<file path="src/hdl/tpsfp_pkg.sv">
// tpsfp_pkg: shared types and constants for the three-phase serial frame parser
// used by tpsfp_window and three_phase_serial_frame_parser; no dependencies
package tpsfp_pkg;

	// window geometry and frame lengths
	localparam int WIN_DEPTH = 20;
	localparam int WAVE_LEN  = 16;
	localparam int CTRL_LEN  = 20;
	localparam int FILL_W    = $clog2(WIN_DEPTH + 1);
	localparam int IDX_W     = $clog2(WIN_DEPTH);
	localparam int VAL_W     = 17;
	localparam int TOTAL_W   = 32;
	localparam int CNT_BITS_DEF = 32;

	// frame marker bytes
	localparam logic [7:0] HDR_WAVE0  = 8'hFF;
	localparam logic [7:0] HDR_WAVE1  = 8'hCC;
	localparam logic [7:0] HDR_CTRL   = 8'hAA;
	localparam logic [7:0] SUB_VOLT   = 8'hF0;
	localparam logic [7:0] SUB_CURR   = 8'hF1;

	// frame kinds as reported on the result
	localparam logic KIND_WAVE = 1'b0;
	localparam logic KIND_CTRL = 1'b1;

	typedef logic [WIN_DEPTH-1:0][7:0] win_t;
	typedef logic signed [VAL_W-1:0] val_t;

	// window operations issued by the sequencer
	typedef enum logic [2:0] {
		WOP_NONE,
		WOP_PUSH,
		WOP_DROP1,
		WOP_DROPWAVE,
		WOP_CLEAR
	} win_op_t;

	typedef struct packed {
		win_op_t    op;
		logic [7:0] data;
	} win_cmd_t;

	typedef struct packed {
		logic [FILL_W-1:0] fill;
		logic              full;
	} win_stat_t;

	typedef enum logic [2:0] {
		S_IDLE,
		S_HEAD,
		S_SUM,
		S_CHECK,
		S_DONE
	} state_t;

endpackage

</file>
<file path="src/hdl/tpsfp_window.sv">
// tpsfp_window: 20-byte receive window with fill count, push, head drops and clear
// depends on tpsfp_pkg
module tpsfp_window
	import tpsfp_pkg::*;
(
	input  logic      clk,
	input  logic      arst_n,
	input  win_cmd_t  cmd,
	output win_t      win,
	output win_stat_t stat
);

	win_t              win_q;
	logic [FILL_W-1:0] fill_q;
	logic              full;

	assign full = (fill_q == FILL_W'(WIN_DEPTH));

	// byte storage, contents above the fill count are don't-care
	always_ff @(posedge clk) begin
		case (cmd.op)
			WOP_PUSH: begin
				if (full) begin
					for (int i = 0; i < WIN_DEPTH - 1; i++) begin
						win_q[i] <= win_q[i+1];
					end
					win_q[WIN_DEPTH-1] <= cmd.data;
				end else begin
					win_q[fill_q[IDX_W-1:0]] <= cmd.data;
				end
			end
			WOP_DROP1: begin
				for (int i = 0; i < WIN_DEPTH - 1; i++) begin
					win_q[i] <= win_q[i+1];
				end
			end
			WOP_DROPWAVE: begin
				for (int i = 0; i < WIN_DEPTH - WAVE_LEN; i++) begin
					win_q[i] <= win_q[i+WAVE_LEN];
				end
			end
			default: ;
		endcase
	end

	always_ff @(posedge clk or negedge arst_n) begin
		if (!arst_n) begin
			fill_q <= '0;
		end else begin
			case (cmd.op)
				WOP_PUSH:     if (!full) fill_q <= fill_q + 1'b1;
				WOP_DROP1:    fill_q <= fill_q - 1'b1;
				WOP_DROPWAVE: fill_q <= fill_q - FILL_W'(WAVE_LEN);
				WOP_CLEAR:    fill_q <= '0;
				default: ;
			endcase
		end
	end

	assign win       = win_q;
	assign stat.fill = fill_q;
	assign stat.full = full;

endmodule

</file>
<file path="src/hdl/three_phase_serial_frame_parser.sv">
// three_phase_serial_frame_parser: top level of the serial frame parser
// depends on tpsfp_pkg and tpsfp_window
//
// Takes one received serial byte per input transfer and returns exactly one
// result transfer per byte. Bytes collect in a 20-byte window that is scanned
// from its head after every byte: wave frames (FF CC, 16 bytes, big-endian
// byte-sum) yield six signed values; control frames (AA, 20 bytes,
// little-endian sum) with subtype F0/F1 load the held voltages/currents and
// yield all six held values. A bad header or checksum drops one byte and the
// scan repeats. Values are raw (0.1 V and 0.01 A units). The parsed and
// dropped totals saturate at 2^COUNTER_BITS-1 and show their low 32 bits.
// Timing: one shared 16-bit adder forms the checksum one window byte per
// cycle under a small sequencer, and in_stall stays high while a byte is being
// worked. A byte passes through accept, head look and result, plus a head look
// and drop per plainly dropped head byte, plus a head look, checksum pass
// and check per wave or control frame check. The result sits in an output
// register, so the next byte is taken while a result still waits on out_stall.
module three_phase_serial_frame_parser
	import tpsfp_pkg::*;
#(
	parameter int COUNTER_BITS = CNT_BITS_DEF
) (
	input  logic                      clk,
	input  logic                      arst_n,
	// byte input channel
	input  logic                      in_valid,
	output logic                      in_stall,
	input  logic [7:0]                rx_byte,
	// result channel
	output logic                      out_valid,
	input  logic                      out_stall,
	output logic                      sample_valid,
	output logic                      frame_kind,
	output logic signed [VAL_W-1:0]   volt_a,
	output logic signed [VAL_W-1:0]   volt_b,
	output logic signed [VAL_W-1:0]   volt_c,
	output logic signed [VAL_W-1:0]   curr_a,
	output logic signed [VAL_W-1:0]   curr_b,
	output logic signed [VAL_W-1:0]   curr_c,
	output logic [TOTAL_W-1:0]        parsed_total,
	output logic [TOTAL_W-1:0]        dropped_total
);

	localparam logic [IDX_W-1:0] WAVE_LAST = IDX_W'(WAVE_LEN - 3);
	localparam logic [IDX_W-1:0] CTRL_LAST = IDX_W'(CTRL_LEN - 3);

	state_t state_q, state_nxt;

	win_cmd_t  win_cmd;
	win_t      win;
	win_stat_t win_stat;

	// checksum engine
	logic [15:0]      sum_q;
	logic [IDX_W-1:0] idx_q;
	logic             kind_q;
	logic [7:0]       rd_byte;
	logic             sum_last;

	// frame decision
	logic wave_ok, ctrl_ok, frame_ok, ctrl_load;
	val_t held_q  [6];
	val_t held_nxt[6];
	val_t wave_val[6];

	// working result
	logic res_have_q, res_kind_q;
	val_t res_val_q[6];

	// counters
	logic [COUNTER_BITS-1:0] parsed_q, dropped_q;

	// sequencer outputs
	logic accept, start_sum, sum_step, bump_drop, bump_parse, take_wave, take_ctrl;
	logic out_load;
	logic out_valid_q;

	tpsfp_window u_window (
		.clk    (clk),
		.arst_n (arst_n),
		.cmd    (win_cmd),
		.win    (win),
		.stat   (win_stat)
	);

	assign in_stall = (state_q != S_IDLE);
	assign accept   = in_valid && !in_stall;
	assign out_load = (state_q == S_DONE) && (!out_valid_q || !out_stall);

	// one byte per cycle into the shared adder
	assign rd_byte  = win[idx_q];
	assign sum_last = (idx_q == (kind_q == KIND_CTRL ? CTRL_LAST : WAVE_LAST));

	// checksum and header checks
	assign wave_ok = (win[1] == HDR_WAVE1) && (win[WAVE_LEN-2] == sum_q[15:8])
		&& (win[WAVE_LEN-1] == sum_q[7:0]);
	assign ctrl_ok = (win[CTRL_LEN-2] == sum_q[7:0]) && (win[CTRL_LEN-1] == sum_q[15:8]);
	assign frame_ok  = (kind_q == KIND_CTRL) ? ctrl_ok : wave_ok;
	assign ctrl_load = (win[1] == SUB_VOLT) || (win[1] == SUB_CURR);

	// field extraction
	always_comb begin
		for (int i = 0; i < 6; i++) begin
			wave_val[i] = {win[2+2*i][7], win[2+2*i], win[3+2*i]};
			held_nxt[i] = held_q[i];
		end
		for (int i = 0; i < 3; i++) begin
			if (win[1] == SUB_VOLT) begin
				held_nxt[i] = {1'b0, win[7+2*i], win[6+2*i]};
			end else begin
				held_nxt[3+i] = {1'b0, win[7+2*i], win[6+2*i]};
			end
		end
	end

	// next state
	always_comb begin
		state_nxt = state_q;
		unique case (state_q)
			S_IDLE: begin
				if (accept) state_nxt = S_HEAD;
			end
			S_HEAD: begin
				if (win_stat.fill == '0) begin
					state_nxt = S_DONE;
				end else if (win[0] == HDR_WAVE0) begin
					state_nxt = (win_stat.fill < FILL_W'(WAVE_LEN)) ? S_DONE : S_SUM;
				end else if (win[0] == HDR_CTRL) begin
					state_nxt = (win_stat.fill < FILL_W'(CTRL_LEN)) ? S_DONE : S_SUM;
				end
			end
			S_SUM: begin
				if (sum_last) state_nxt = S_CHECK;
			end
			S_CHECK: state_nxt = S_HEAD;
			S_DONE: begin
				if (out_load) state_nxt = S_IDLE;
			end
			default: state_nxt = S_IDLE;
		endcase
	end

	// sequencer outputs
	always_comb begin
		win_cmd.op   = WOP_NONE;
		win_cmd.data = rx_byte;
		start_sum    = 1'b0;
		sum_step     = 1'b0;
		bump_drop    = 1'b0;
		bump_parse   = 1'b0;
		take_wave    = 1'b0;
		take_ctrl    = 1'b0;
		unique case (state_q)
			S_IDLE: begin
				if (accept) begin
					win_cmd.op = WOP_PUSH;
					// a full window loses its oldest byte
					bump_drop  = win_stat.full;
				end
			end
			S_HEAD: begin
				if (win_stat.fill != '0) begin
					if (win[0] == HDR_WAVE0 || win[0] == HDR_CTRL) begin
						start_sum = 1'b1;
					end else begin
						win_cmd.op = WOP_DROP1;
						bump_drop  = 1'b1;
					end
				end
			end
			S_SUM: sum_step = 1'b1;
			S_CHECK: begin
				if (!frame_ok) begin
					win_cmd.op = WOP_DROP1;
					bump_drop  = 1'b1;
				end else if (kind_q == KIND_CTRL) begin
					win_cmd.op = WOP_CLEAR;
					bump_parse = 1'b1;
					take_ctrl  = ctrl_load;
				end else begin
					win_cmd.op = WOP_DROPWAVE;
					bump_parse = 1'b1;
					take_wave  = 1'b1;
				end
			end
			S_DONE: ;
			default: ;
		endcase
	end

	// control registers
	always_ff @(posedge clk or negedge arst_n) begin
		if (!arst_n) begin
			state_q     <= S_IDLE;
			out_valid_q <= 1'b0;
			parsed_q    <= '0;
			dropped_q   <= '0;
			res_have_q  <= 1'b0;
			res_kind_q  <= KIND_WAVE;
			for (int i = 0; i < 6; i++) begin
				held_q[i]    <= '0;
				res_val_q[i] <= '0;
			end
		end else begin
			state_q <= state_nxt;
			if (out_load) begin
				out_valid_q <= 1'b1;
			end else if (!out_stall) begin
				out_valid_q <= 1'b0;
			end
			// saturating counters
			if (bump_drop && dropped_q != '1) dropped_q <= dropped_q + 1'b1;
			if (bump_parse && parsed_q != '1) parsed_q <= parsed_q + 1'b1;
			// a new byte starts with an empty result
			if (accept) begin
				res_have_q <= 1'b0;
				res_kind_q <= KIND_WAVE;
				for (int i = 0; i < 6; i++) res_val_q[i] <= '0;
			end
			if (take_wave) begin
				res_have_q <= 1'b1;
				res_kind_q <= KIND_WAVE;
				for (int i = 0; i < 6; i++) res_val_q[i] <= wave_val[i];
			end
			if (take_ctrl) begin
				res_have_q <= 1'b1;
				res_kind_q <= KIND_CTRL;
				for (int i = 0; i < 6; i++) begin
					res_val_q[i] <= held_nxt[i];
					held_q[i]    <= held_nxt[i];
				end
			end
		end
	end

	// checksum accumulator
	always_ff @(posedge clk) begin
		if (start_sum) begin
			sum_q  <= '0;
			idx_q  <= '0;
			kind_q <= (win[0] == HDR_CTRL) ? KIND_CTRL : KIND_WAVE;
		end else if (sum_step) begin
			sum_q <= sum_q + {8'h00, rd_byte};
			idx_q <= idx_q + 1'b1;
		end
	end

	// output register
	always_ff @(posedge clk) begin
		if (out_load) begin
			sample_valid  <= res_have_q;
			frame_kind    <= res_kind_q;
			volt_a        <= res_val_q[0];
			volt_b        <= res_val_q[1];
			volt_c        <= res_val_q[2];
			curr_a        <= res_val_q[3];
			curr_b        <= res_val_q[4];
			curr_c        <= res_val_q[5];
			parsed_total  <= TOTAL_W'(parsed_q);
			dropped_total <= TOTAL_W'(dropped_q);
		end
	end

	assign out_valid = out_valid_q;

endmodule
</file>
<file path="config.mk">
export PLATFORM = sky130hd
export DESIGN_NAME = three_phase_serial_frame_parser
export DESIGN_NICKNAME = d
export VERILOG_FILES = /design/src/hdl/tpsfp_pkg.sv /design/src/hdl/tpsfp_window.sv /design/src/hdl/three_phase_serial_frame_parser.sv
export SDC_FILE = /design/constraint.sdc
export NUM_CORES = 1
export LEC_CHECK = 0
export BUFFER_PORTS_ARGS = -buffer_cell sky130_fd_sc_hd__buf_2
export CORE_UTILIZATION = 40
export DETAILED_ROUTE_END_ITERATION = 16
export SLEW_MARGIN = 20
export SYNTH_ARGS = -nofsm -noshare
export SYNTH_HDL_FRONTEND = slang
export SYNTH_SLANG_ARGS = --single-unit
</file>
<file path="constraint.sdc">
create_clock -name clk -period 10.4 [get_ports clk]
set_input_delay 0.52 -clock clk [delete_from_list [all_inputs] [get_ports clk]]
set_output_delay 0.52 -clock clk [all_outputs]
set_load 0.03 [all_outputs]
</file>
==> results.sh, run 1 <==
export IMPL_wl_per_cell_um=24.0
export IMPL_syn_area_um2=28500
export IMPL_path_cells="nor2_1 -> nand4_1 -> nor4_1 -> nand3_1 -> nand2_1 -> inv_2 -> nor2_2 -> nor2_1"
export IMPL_post_cts_resize_count=0
export IMPL_p_per_area_nw_per_um2=304
export IMPL_tightestPinTransition_ps=1190
export IMPL_clk_latency_ps=620
export IMPL_die_area_um2=72400
export IMPL_nets=2547
export IMPL_wl_mm=84.5
export IMPL_final_area_um2=32500
export IMPL_numCtsBuffers=68
export IMPL_drc=0
export IMPL_grt_ovfl_total=0
export IMPL_placed_area_um2=30100
export IMPL_layout_drive_gt1_share=0.159
export IMPL_critical_path_class="flip-flop to flip-flop"
export IMPL_slew_viol_final=0
export IMPL_synth_top_cells_by_count="nand2_1, edfxtp_1, dfrtp_1"
export IMPL_total_power_uw=9880
export IMPL_grtUsageTotal=0.233
export IMPL_rsz0062_at_grt="no"
export IMPL_io_buffers=181
export IMPL_clock_tree_root_cell="clkbuf_16"
export IMPL_p_switching_uw=3870
export IMPL_power_internal_uw=6010
export IMPL_dr_first_iter_drc_count=2299
export IMPL_finalSetupTns_ps=0
export IMPL_combPwrFrac=0.305
export IMPL_period_needed_ps=4920
export IMPL_hold_viol=0
export IMPL_top_usage_layer="met2"
export IMPL_synth_largest_area_cell="edfxtp_1"
export IMPL_gp_congestion=0.938
export IMPL_synth_top_area_frac=0.346
export IMPL_grtUsageMet2=0.374
export IMPL_num_vias=20082
export IMPL_cpPeakStageDelay_ps=1010
export IMPL_use_met3=0.0411
export IMPL_die_x_um=269
export IMPL_rrSetupSlack_ps=5480
export IMPL_num_fill_cells=6253
export IMPL_grt_pass1_wl_mm=127
export IMPL_dpl_hpwl_mm=58.1
export IMPL_cts_max_path_buffers=3
export IMPL_vias_per_cell=5.71
export IMPL_syn_inst=2402
export IMPL_multi_input_area_um2=10400
export IMPL_fin_skew_ps=23.5
export IMPL_synth_most_common_cell="nand2_1"
export IMPL_syn_avg_cell_area_um2=11.9
export IMPL_synth_area_top_cells="edfxtp_1, dfrtp_1, nand2_1, mux4_2, mux2i_1"
export IMPL_yosys_warnings=0
export IMPL_power_share_clock=0.260
export IMPL_worstPathRequired_ps=10640
export IMPL_grt_antenna_before_repair=2
export IMPL_io_pins=182
export IMPL_synth_cell_types=73
export IMPL_firstDrtPassIters=5
export IMPL_fmax_mhz=203
export IMPL_start_kind="flip-flop"
export IMPL_drv_cap=0
export IMPL_synth_edf_count=329
export IMPL_slowest_stage="nor2_2"
export IMPL_start_util=0.406
export IMPL_ys_ff_latch=629
export IMPL_seq_power_share=0.436
export IMPL_syn_nets=2431
export IMPL_slew_headroom=0.208
export IMPL_leakage_uw=0.0138
export IMPL_ys_seq_area_frac=0.605
export IMPL_crit_arrival_ps=5160
export IMPL_area_growth_pct=13.9
export IMPL_status="finished clean"
export IMPL_synthMuxAreaShare=0.0861
export IMPL_vdd_drop_max_v=0.000181
export IMPL_finalCritPeriodShare=0.473
export IMPL_worst_path_max_fanout=37
export IMPL_synth_compound_area_share=0.106
export IMPL_final_seq_area_um2=17300
export IMPL_setup_viol=0
export IMPL_grt_use_met1=0.310
export IMPL_swShare=0.392
export IMPL_core_um2=70300
export IMPL_cts_htree_levels=3
export IMPL_postCtsSetupRepairBufs=0
export IMPL_yosys_area_share_simple=0.129
export IMPL_synthAdderAreaFrac=0.00798
export IMPL_crit_buf_inv=1
export IMPL_end_kind="flip-flop"
export IMPL_cp_top_family="simple AND/OR/NAND/NOR gates"
export IMPL_synth_xor_area_share=0.0340
export IMPL_cts_tree="built"
export IMPL_synthFlopType="edfxtp_1"
export IMPL_ant_nets=0
export IMPL_grt_pass1_vias=19597
export IMPL_hold_class="input pin to flip-flop"
export IMPL_fp_dieH_um=269
export IMPL_clkSlewWorstSetupHoldPaths_ps=60
export IMPL_cts_sinks=629
export IMPL_grt_max_degree=156
export IMPL_rows=97
export IMPL_cp_common_cell="nor2_1"
export IMPL_async_flop_share=0.444
export IMPL_synth_top_family_by_area="simple AND/OR/NAND/NOR gates"
## cells in the final DEF, fill, tap and decap left out, types with 6 or more instances in the layout
cell type / netlist / final
inv_1: 33 / 33
mux2_1: 31 / 31
nand2b_1: 9 / 9
mux2_2: 6 / 6
dfxtp_1: 21 / 19
and3_1: 24 / 22
nor2_1: 176 / 175
a22o_1: 8 / 8
ha_1: 15 / 15
nand4_1: 36 / 36
o21ai_1: 29 / 29
clkinv_2: 0 / 12
a21oi_1: 94 / 93
nand2_1: 354 / 354
o21ai_0: 116 / 116
nor2b_1: 10 / 10
a22oi_1: 34 / 34
mux2i_1: 96 / 96
edfxtp_1: 329 / 329
buf_2: 90 / 180
dfrtp_1: 279 / 279
nor3_1: 20 / 18
xnor2_1: 79 / 79
buf_4: 3 / 18
nand3_1: 120 / 120
bufinv_16: 0 / 9
and2_1: 17 / 17
a211oi_1: 10 / 10
a221o_1: 32 / 32
clkbuf_8: 0 / 11
o31ai_1: 7 / 6
clkbuf_16: 0 / 71
o22ai_1: 8 / 8
xor2_1: 30 / 30
clkbuf_1: 51 / 13
mux4_2: 46 / 46
a21o_1: 95 / 94
## repair_timing
item / CTS / global route
endpoints found under the setup margin: 0 / 0
hold endpoints to repair: 0 / 38
hold buffers: 0 / 1
## stage by stage
stage               utilization  hold WS (ps)  setup slack [ps]  instances
floorplan                     -           224               843       2402
global placement          0.428           434              5750       3386
detailed placement        0.428           432              5610       3386
CTS                       0.462          56.7              5590       3510
global route              0.463           200              5230       3512
finish                    0.463           192              5480       3514
## layer usage
| layer | share of wire | vias up |
|---|---|---|
| li1 | - | 8917 |
| met3 | 0.082 | 195 |
| met4 | 0.039 | 0 |
| met5 | 0 | - |
| met1 | 0.41 | 9997 |
| met2 | 0.47 | 973 |
## registers in the layout, summed over array words and instances, names as in the netlist, 16 cells and up
signal         cells
curr_a            17
dropped_q         32
parsed_total      32
held_q           102
u_window.win     160
volt_c            17
res_val_q        102
volt_b            17
curr_c            17
dropped_total     32
curr_b            17
parsed_q          32
sum_q             16
volt_a            17
## power groups by stage
stage	clock, µW	sequential (µW)	combinational, µW
2_1_floorplan	0	3990	2100
3_3_place_gp	0	4310	2930
3_5_place_dp	0	4310	2970
4_1_cts	2620	4270	2980
5_1_grt	2710	4320	3260
6_report	2570	4310	3010
## worst paths after layout
path | cells after the start | from | endpoint
worst max-delay path | 8 | u_window.win[8] | u_window.win[117]
worst min-delay path | 3 | out_stall | out_valid
worst max register to register | 8 | u_window.win[8] | u_window.win[117]
worst min register to register | 0 | res_val_q[87] | volt_a[2]
max in group asynchronous | 4 | arst_n | res_val_q[7]
min in group asynchronous | 2 | arst_n | parsed_q[25]
## cells by family after synthesis
logic type	after synthesis
compound gates	462
xor+xnor	110
fa+ha+maj	17
buf+inv	191
flops	629
mux	182
simple gates	811
## area by class of cell
type / instances / share of cell area
tap: 940 / 0.0362
inverter: 35 / 0.00404
antenna: 2 / 0.000154
multi-input combinational: 1582 / 0.321
clock inverter: 29 / 0.0126
clock buffer: 95 / 0.0608
timing repair buffer: 202 / 0.0341
sequential: 629 / 0.532
## tightest hold or removal path, stage by stage
cell	delay, ps
buf_2	130
nand2_1	60
nand2_1	50
Power figures use the tool's default switching activity.
==> run 2, diff against run 1 <==
Clock period 10.4 ns to 4.1 ns, I/O delays scaled along.
==> results.sh, run 2 (synthesis gave the netlist of run 1 again) <==
export IMPL_slew_viol_final=0
export IMPL_cts_hold_buffers=3
export IMPL_power_internal_uw=15200
export IMPL_final_common_cell="nand2_1"
export IMPL_grt_antenna_before_repair=3
export IMPL_numCtsBuffers=68
export IMPL_grt_pass1_vias=19946
export IMPL_tightestPinTransition_ps=1070
export IMPL_post_cts_resize_count=0
export IMPL_num_vias=20398
export IMPL_cts_sinks=629
export IMPL_nets=2616
export IMPL_grt_max_degree=118
export IMPL_status="finished clean"
export IMPL_r2r_start="idx_q[0]"
export IMPL_period_needed_ps=3740
export IMPL_fp_dieH_um=269
export IMPL_die_x_um=269
export IMPL_layout_common_cells="nand2_1, edfxtp_1, dfrtp_1"
export IMPL_hold_viol=0
export IMPL_grt_ovfl_total=0
export IMPL_cts_max_path_buffers=3
export IMPL_drv_cap=0
export IMPL_setup_viol=0
export IMPL_finalCritPeriodShare=0.913
export IMPL_worstPathRequired_ps=4560
export IMPL_dpl_hpwl_mm=63.0
export IMPL_power_share_clock=0.242
export IMPL_clock_tree_root_cell="clkbuf_16"
export IMPL_seq_power_share=0.425
export IMPL_critical_path_class="flip-flop to flip-flop"
export IMPL_area_growth_pct=15.5
export IMPL_clk_latency_ps=630
export IMPL_firstDrtPassIters=6
export IMPL_swShare=0.399
export IMPL_grtUsageTotal=0.246
export IMPL_start_util=0.406
export IMPL_r2r_end="sum_q[10]"
export IMPL_combPwrFrac=0.333
export IMPL_vdd_drop_max_v=0.000689
export IMPL_core_um2=70300
export IMPL_crit_arrival_ps=4210
export IMPL_io_buffers=181
export IMPL_hold_class="input pin to asynchronous set/reset pin"
export IMPL_critPathLaunch="idx_q[0]"
export IMPL_start_kind="flip-flop"
export IMPL_p_switching_uw=10100
export IMPL_p_per_area_nw_per_um2=766
export IMPL_ant_nets=0
export IMPL_slew_headroom=0.284
export IMPL_fmax_mhz=267
export IMPL_cts_tree="built"
export IMPL_worst_path_max_fanout=27
export IMPL_end_kind="flip-flop"
export IMPL_finalSetupTns_ps=0
export IMPL_clkSlewWorstSetupHoldPaths_ps=60
export IMPL_io_pins=182
export IMPL_fin_skew_ps=26.2
export IMPL_rows=97
export IMPL_largest_reg_flops=160
export IMPL_grt_pass1_wl_mm=133
export IMPL_vias_per_cell=5.69
export IMPL_rsz0062_at_grt="no"
export IMPL_gp_congestion=0.982
export IMPL_drc=0
export IMPL_cts_htree_levels=3
export IMPL_reg2reg_depth=14
export IMPL_die_area_um2=72400
export IMPL_postCtsSetupRepairBufs=0
export IMPL_rrSetupSlack_ps=360
export IMPL_wl_mm=90.0
export IMPL_leakage_uw=0.0141
export IMPL_total_power_uw=25300
export IMPL_layout_drive_gt1_share=0.177
export IMPL_dr_first_iter_drc_count=2357
export IMPL_wl_per_cell_um=25.1
-- run 2: cell types whose count changed in the layout (fill, tap and decap cells not counted), sizes merged --
cell,delta
clkbuf,-2
clkinvlp,+1
buf,+67
bufinv,-6
clkinv,+8
diode,-1
dlygate4sd3,+2
-- run 2: critical path, cell delays in order, from the launching register on --
cell and delay [ps]:
dfxtp_2 460, buf_12 260, mux4_2 580, mux4_2 480, inv_1 80, o22ai_1 90, ha_1 350, nor2b_1 130
o21ai_0 110, a21boi_0 260, o21ai_0 120, buf_4 160, a211oi_1 280, xnor2_1 160, nor2_1 50
-- run 2: layout make-up --
cell class	instances	area, µm²
Fill cell	6356	37300
Sequential cell	629	17300
Multi-Input combinational cell	1582	10400
Clock buffer	93	1910
Timing Repair Buffer	271	1740
Tap cell	940	1180
Clock inverter	32	324
Inverter	35	131
Antenna cell	1	2.50
-- run 2: metrics by stage --
step / hold slack, ps / util / setup WS, ps / instances / area, µm²
after floorplan: -90.6 / - / 184 / 2402 / 28600
after global placement: 368 / 0.437 / 399 / 3453 / 30700
after detailed placement: 378 / 0.437 / 365 / 3454 / 30700
after CTS: 166 / 0.469 / 326 / 3582 / 33000
after global routing: 182 / 0.469 / 67.2 / 3582 / 33000
final: 216 / 0.469 / 355 / 3583 / 33000
-- run 2: power groups by stage --
stage               clock network [µW]  registers (µW)  logic, µW
finish                            6100           10700       8420
global route                      6440           10800       9050
CTS                               6220           10600       8360
detailed placement                   0           10800       8310
global placement                     0           10800       8200
floorplan                            0           10000       5320
-- run 2: layer usage --
layer / vias up / track usage / routed length, µm
li1: 9050 / - / -
met2: 895 / 0.398 / 42500
met4: 2 / 0.0958 / 3570
met1: 10261 / 0.329 / 36900
met5: - / 0 / 13
met3: 190 / 0.0443 / 6970
-- run 2: how the worst max path moves through the flow --
stage,slack [ps],to,depth (start not counted)
6_report,360,sum_q[10],14
5_1_grt,70,sum_q[10],14
4_1_cts,330,sum_q[10],14
3_5_place_dp,370,sum_q[10],14
3_3_place_gp,400,sum_q[10],14
2_1_floorplan,180,curr_a[0],4
